File: src/hdl/svd_pkg.sv
// shared widths, constants and types for the 3x2 closed-form svd block
// no dependencies; used by every module under hdl except svd_isqrt and svd_div
package svd_pkg;

  // fixed point format of matrix entries and results
  localparam int FRAC_BITS = 16;
  localparam int IN_W      = 20;
  localparam int EPS_W     = 16;

  // magnitudes of p = m00 - m11 and q = -2*m01
  localparam int M_W   = 41;
  localparam int NRM_W = 31;
  localparam int SH_W  = $clog2(M_W - NRM_W + 1);

  // radius square root and x = |p| / r
  localparam int R_RAD_W = 64;
  localparam int R_W     = R_RAD_W / 2;
  localparam int X_NUM_W = NRM_W + FRAC_BITS;
  localparam int X_W     = FRAC_BITS + 1;

  // cosine and sine square roots
  localparam int CS_RAD_W = 2 * X_W;
  localparam int CS_W     = CS_RAD_W / 2;
  localparam int CS_SW    = CS_W + 1;

  // rotated columns, singular values and left factor
  localparam int WM_W      = 21;
  localparam int SIG_RAD_W = 44;
  localparam int SIG_W     = SIG_RAD_W / 2;
  localparam int U_NUM_W   = WM_W + FRAC_BITS + 1;
  localparam int U_W       = 18;
  localparam int SIGMA_W   = 21;
  localparam int COS_W     = 17;
  localparam int SIN_W     = 17;

  // request queue between front and back
  localparam int QDEPTH = 4;
  localparam int QAW    = $clog2(QDEPTH);

  // configuration port
  localparam int PADDR_W = 3;
  localparam int PDATA_W = 32;
  localparam logic REG_EPS_THRESHOLD = 1'b0;
  localparam logic [EPS_W-1:0] EPS_RESET = 16'd1;

  // one in fixed point
  localparam logic [X_W:0] ONE = (X_W + 1)'(1) << FRAC_BITS;

  typedef logic [5:0][IN_W-1:0] svd_mat_t;

  // classified request handed from front to back
  typedef struct packed {
    svd_mat_t         a;
    logic [M_W-1:0]   pm;
    logic [M_W-1:0]   qm;
    logic             sflip;
    logic             ident;
  } svd_item_t;

endpackage

File: src/hdl/svd_queue.sv
// short request queue that decouples the front end from the back end
// depends on svd_pkg; sits between svd_front and svd_back
module svd_queue (
  input  logic               clk,
  input  logic               rst_n,
  input  logic               push_i,
  input  svd_pkg::svd_item_t item_i,
  output logic               full_o,
  input  logic               pop_i,
  output logic               empty_o,
  output svd_pkg::svd_item_t item_o
);

  localparam int DEPTH = svd_pkg::QDEPTH;
  localparam int AW    = svd_pkg::QAW;

  svd_pkg::svd_item_t mem_r [DEPTH];
  logic [AW-1:0]      wr_r;
  logic [AW-1:0]      rd_r;
  logic [AW:0]        cnt_r;

  assign full_o  = cnt_r == (AW + 1)'(DEPTH);
  assign empty_o = cnt_r == '0;
  assign item_o  = mem_r[rd_r];

  // pointers and fill count
  always_ff @(posedge clk) begin
    if (!rst_n) begin
      wr_r  <= '0;
      rd_r  <= '0;
      cnt_r <= '0;
    end else begin
      if (push_i) wr_r <= wr_r + 1'b1;
      if (pop_i) rd_r <= rd_r + 1'b1;
      if (push_i && !pop_i) begin
        cnt_r <= cnt_r + 1'b1;
      end else if (pop_i && !push_i) begin
        cnt_r <= cnt_r - 1'b1;
      end
    end
  end

  // storage
  always_ff @(posedge clk) begin
    if (push_i) mem_r[wr_r] <= item_i;
  end

  a_no_overflow: assert property (@(posedge clk) disable iff (!rst_n)
    push_i |-> (cnt_r != (AW + 1)'(DEPTH)))
    else $error("request pushed into full queue");

  a_no_underflow: assert property (@(posedge clk) disable iff (!rst_n)
    pop_i |-> (cnt_r != '0))
    else $error("request popped from empty queue");

  a_count_step: assert property (@(posedge clk) disable iff (!rst_n)
    (push_i && !pop_i) |=> (cnt_r == $past(cnt_r) + 1'b1))
    else $error("queue count did not follow push");

endmodule

File: config.mk
export PLATFORM = sky130hd
export DESIGN_NAME = svd_queue
export DESIGN_NICKNAME = d
export VERILOG_FILES = /design/src/hdl/svd_pkg.sv /design/src/hdl/svd_queue.sv
export SDC_FILE = /design/constraint.sdc
export NUM_CORES = 1
export LEC_CHECK = 0
export BUFFER_PORTS_ARGS = -buffer_cell sky130_fd_sc_hd__buf_4
export CORE_ASPECT_RATIO = 0.9
export CORE_UTILIZATION = 57
export CTS_BUF_LIST = sky130_fd_sc_hd__clkbuf_4 sky130_fd_sc_hd__clkbuf_8 sky130_fd_sc_hd__clkbuf_16
export DETAILED_ROUTE_END_ITERATION = 10
export PLACE_DENSITY = 0.81
export SYNTH_ARGS = -nofsm -noshare
export SYNTH_HDL_FRONTEND = slang
export SYNTH_SLANG_ARGS = --single-unit
File: constraint.sdc
create_clock -name clk -period 9.13 [get_ports clk]
set_input_delay 1.826 -clock clk [delete_from_list [all_inputs] [get_ports clk]]
set_output_delay 1.826 -clock clk [all_outputs]
set_load 0.05 [all_outputs]
Word level (Yosys, flattened, before mapping)
Memory sizes are Yosys's and may differ from the RTL's. A register that Yosys moved wholly into a read port is not among the register bits.
Cells that the tools add are included.
{"block": "totals", "in_bits": 208, "memories": 1, "ram_bits": 816, "register_bits": 7}
{"block": "classes", "n_eq_ne": 1, "n_reduce_logical": 6, "n_addsub": 4, "mux": 6}
{"memory": "mem_r", "depth": 4, "word_bits": 204, "read_ports": 1, "rd_clocked_by_memory_dff": 1, "write_ports": 1, "line_no": "svd_queue.sv:17", "source": "svd_pkg::svd_item_t mem_r [DEPTH];"}
{"cell": "2-to-1 mux 3 bit", "count": 2}
{"cell": "adder 2 x 1 -> 2 bit, second input constant", "count": 2}
{"cell": "2-to-1 mux 2 bit", "count": 2}
{"cell": "adder 3 x 1 -> 3 bit, second input constant", "count": 1}
{"cell": "equality test 3 bit, second input constant", "count": 1}
{"cell": "logical NOT 3 bit", "count": 1}
{"cell": "subtractor 3 x 1 -> 3 bit, second input constant", "count": 1}
{"cell": "logical AND 1 bit", "count": 2}
{"cell": "logical NOT 1 bit", "count": 2}
{"cell": "2-to-1 mux 1 bit", "count": 2}
{"cell": "nonzero test 2 bit", "count": 1}

Logic depth before layout (Yosys ltp)
{"block": "depth", "depth_word": 4, "ltp_mapped": 7}

Worst setup path before layout
No wires, ideal clock.
{"block": "synth_timing", "kind": "input to register", "from": "input port push_i", "to": "memory mem_r[0][0] (netlist name) (enable)", "path_buffers": 0, "t_arrival_ps": 6453, "setup_ps": 589, "setup_slack_ps": 2088, "stages": 1, "path_cell_list": "and2_1"}
{"block": "synth_between", "elab_chain_len": 2}
{"item": "start: declaration", "line_no": "svd_queue.sv:6", "source": "input logic push_i,"}
{"item": "2-to-1 mux 1 bit", "line_no": "svd_queue.sv:45", "source": "if (push_i) mem_r[wr_r] <= item_i;"}
{"item": "2-to-1 mux 1 bit (not written as such)", "line_no": "svd_queue.sv:45"}
{"item": "end: declaration", "line_no": "svd_queue.sv:17"}
No other way between the ends.

==> results by group <==
Layout
  • Commonest non-fill, non-tap cell in the layout: edfxtp_1
  • Nets@finish: 1782
  • Syn-to-layout area delta: 21.0%
  • Layout cells sized above 1: 46.5%
  • Most frequent cells in the layout: edfxtp_1, buf_4, mux4_2, clkbuf_16, clkinv_1
  • Layout fillers: 2901

GRT
  • Number of global-route vias before repair: 14100
  • GRT Overall Usage: 22.6%
  • Largest net degree at the start of global routing: 153
  • GR Overflow Total: 0
  • First-pass GRT wire length: 87700 um
  • Initial antenna violation count: 4

Yosys
  • Synth Register Bits: 825
  • Post-Synthesis Cells: 1109
  • Register area share after synthesis: 82.6%
  • Largest area contributor in the netlist: edfxtp_1
  • Yosys warns: 0
  • Synth area leaders: edfxtp_1, mux4_2, buf_6, dfxtp_1, buf_2
  • Post-Syn Area per Cell: 26.9 sq um
  • Synth top area share: 82.0%
  • Post-synthesis cell type count: 20
  • Syn Std Cell Area: 29900 sq um
  • Synthesized net count: 1323

Setup path
  • Slowest Stage Delay on Critical Path: 0.88 ns
  • CP Data Required Time: 7.30 ns
  • Crit path max-delay cell type: buf_4
  • Crit. End Element: output pin
  • Cell Chain, Critical Path: buf_4 -> mux4_2 -> buf_4
  • Critical setup path kind: reg2out
  • Crit path max fanout: 51
  • Nature of the critical path startpoint: register
  • Cell mode on critical path: buf_4
  • Crit path DAT: 3.34 ns

STA
  • Slew HR: 32.9%
  • Worst-Margin Slew: 1.01 ns
  • RSZ-0062 raised after global routing: false
  • Pins Over Slew Limit: 0
  • Worst Skew: 0.0199 ns
  • Final hold violation count: 0
  • Crit path time final: 5.17 ns
  • Period utilization: 56.6%
  • Final setup viols: 0
  • Fmax achieved: 193 MHz
  • Total Neg Setup Slack: 0 ns

Clock network
  • CTS sink cnt: 825
  • CTS tree: built
  • Root Driver: clkbuf_16
  • Post_cts resized: 0
  • CTS Buf Count: 78
  • H-tree levels: 3
  • Clock transition at the registers of the reported paths: 0.06 ns
  • Clock tree buffer depth: 3
  • Skew-Pair Late Insertion Delay: 0.60 ns
  • Hold-fix buffers, CTS: 0
  • Post-CTS Setup Inserts: 0

Drt
  • Post-DR vias/cell: 5.83
  • Post-DR wirelength/cell: 26.0 um
  • Residual DRC count: 0
  • DR iter-0 viols: 1098
  • First drt pass iteration count: 5
  • Via count: 13500
  • ANT nets after route: 0
  • Routed WL: 60300 um

Floorplanning
  • Site Rows: 79
  • Initial Util: 57.8%
  • Chip width: 243 um
  • DIE HEIGHT: 219 um
  • Top Ports: 414
  • Full die area: 53400 sq um
  • Core area: 51700 sq um

Placement
  • Final GP Congestion: 0.746
  • Post-DP HPWL: 33900 um
  • Port Buffers: 413

Pwr
  • Leakage Power: 12.1 nW
  • Final Total Pwr: 0.00885 W
  • Worst VDD drop: 0.189 mV
  • Pwr/cell area: 245 nW/um^2

Job
  • MaxCap Viol Count: 0

Worst hold path
  • Hold Crit Class: reg2reg

Run status
  • Status: finished clean
[worst paths after layout]
kind              depth (start not counted)                endpoint  slack, ns                  start
hold / removal                            2   cnt_r[2]$_SDFFE_PN0P_       0.54  cnt_r[2]$_SDFFE_PN0P_
setup reg to reg                          3  mem_r[3][69]$_DFFE_PP_       6.50   wr_r[0]$_SDFFE_PN0P_
setup / recovery                          3             item_o[142]       3.96               register
hold reg to reg                           2   cnt_r[2]$_SDFFE_PN0P_       0.54  cnt_r[2]$_SDFFE_PN0P_
[cell usage after synthesis]
master and instances:
nand2_1 1, nor3_1 1, fa_1 1, nor3b_1 1, inv_1 4, xor2_1 3
and2_1 9, o21ai_0 1, mux2i_1 2, xnor2_1 2, edfxtp_1 816, or3_1 1
buf_6 19, ha_1 5, mux4_2 204, buf_2 22, nor2b_1 2, clkbuf_1 5
a21boi_0 1, dfxtp_1 9
[final cells by class]
| cell class | count | area, sq um | area share, % |
|---|---|---|---|
| Multi-Input combinational cell | 234 | 4850 | 13.4 |
| Clock inverter | 44 | 332 | 0.917 |
| Timing Repair Buffer | 425 | 3270 | 9.03 |
| Clock buffer | 95 | 2130 | 5.90 |
| Antenna cell | 1 | 2.50 | 0.00692 |
| Tap cell | 688 | 861 | 2.38 |
| Inverter | 4 | 15.0 | 0.0415 |
| Sequential cell | 825 | 24700 | 68.3 |
[stage by stage]
step | std cells | worst slack [ns] | hold WS (ns) | cell area [sq um] | util (%)
6_report | 2316 | 3.96 | 0.540 | 36200 | 69.9
3_5_place_dp | 2176 | 4.50 | 0.535 | 33700 | 65.2
3_3_place_gp | 2176 | 4.52 | 0.487 | 33700 | 65.2
5_1_grt | 2316 | 3.65 | 0.563 | 36200 | 69.9
2_1_floorplan | 1109 | 2.09 | 0.472 | 29900 | -
4_1_cts | 2315 | 3.77 | 0.539 | 36200 | 69.9
[logic make-up (layout without fill, tap and decap cells)]
| group | after synthesis | count (layout) | share of synthesized area (%) |
|---|---|---|---|
| and+or+nand+nor | 15 | 15 | 0.306 |
| adders and majority gates | 6 | 6 | 0.276 |
| xor gates and xnor gates | 5 | 5 | 0.147 |
| muxes | 206 | 206 | 15.4 |
| DFF | 825 | 825 | 82.6 |
| AOI/OAI and AO/OA | 2 | 2 | 0.0419 |
| other | 0 | 1 | 0 |
| buffers and inverters | 50 | 568 | 1.20 |
[power by group]
| part | total [W] | internal, W | leakage (nW) | switching [W] |
|---|---|---|---|---|
| Combinational | 0.00132 | 0.000454 | 3.32 | 0.000868 |
| Clock | 0.00311 | 0.00178 | 1.23 | 0.00133 |
| Sequential | 0.00442 | 0.00436 | 7.57 | 0.0000615 |
| Total | 0.00885 | 0.00659 | 12.1 | 0.00226 |
[registers in the layout, summed over array words and instances (netlist names), named ones only]
signal,flops
wr_r,2
rd_r,2
mem_r,816
cnt_r,3
[critical path, delay by kind of cell (launching register included)]
family                 cells  cell delay, ns
buffers and inverters      2            1.10
DFF                        1            0.87
muxes                      1            0.67
[layer usage]
| layer | wire length (um) | track usage [%] |
|---|---|---|
| met1 | 22200 | 28.6 |
| met2 | 30900 | 37.1 |
| met3 | 5880 | 8.17 |
| met4 | 1270 | 6.37 |
| met5 | 45 | 0 |
Note: power is estimated with default switching activity, not from simulation.
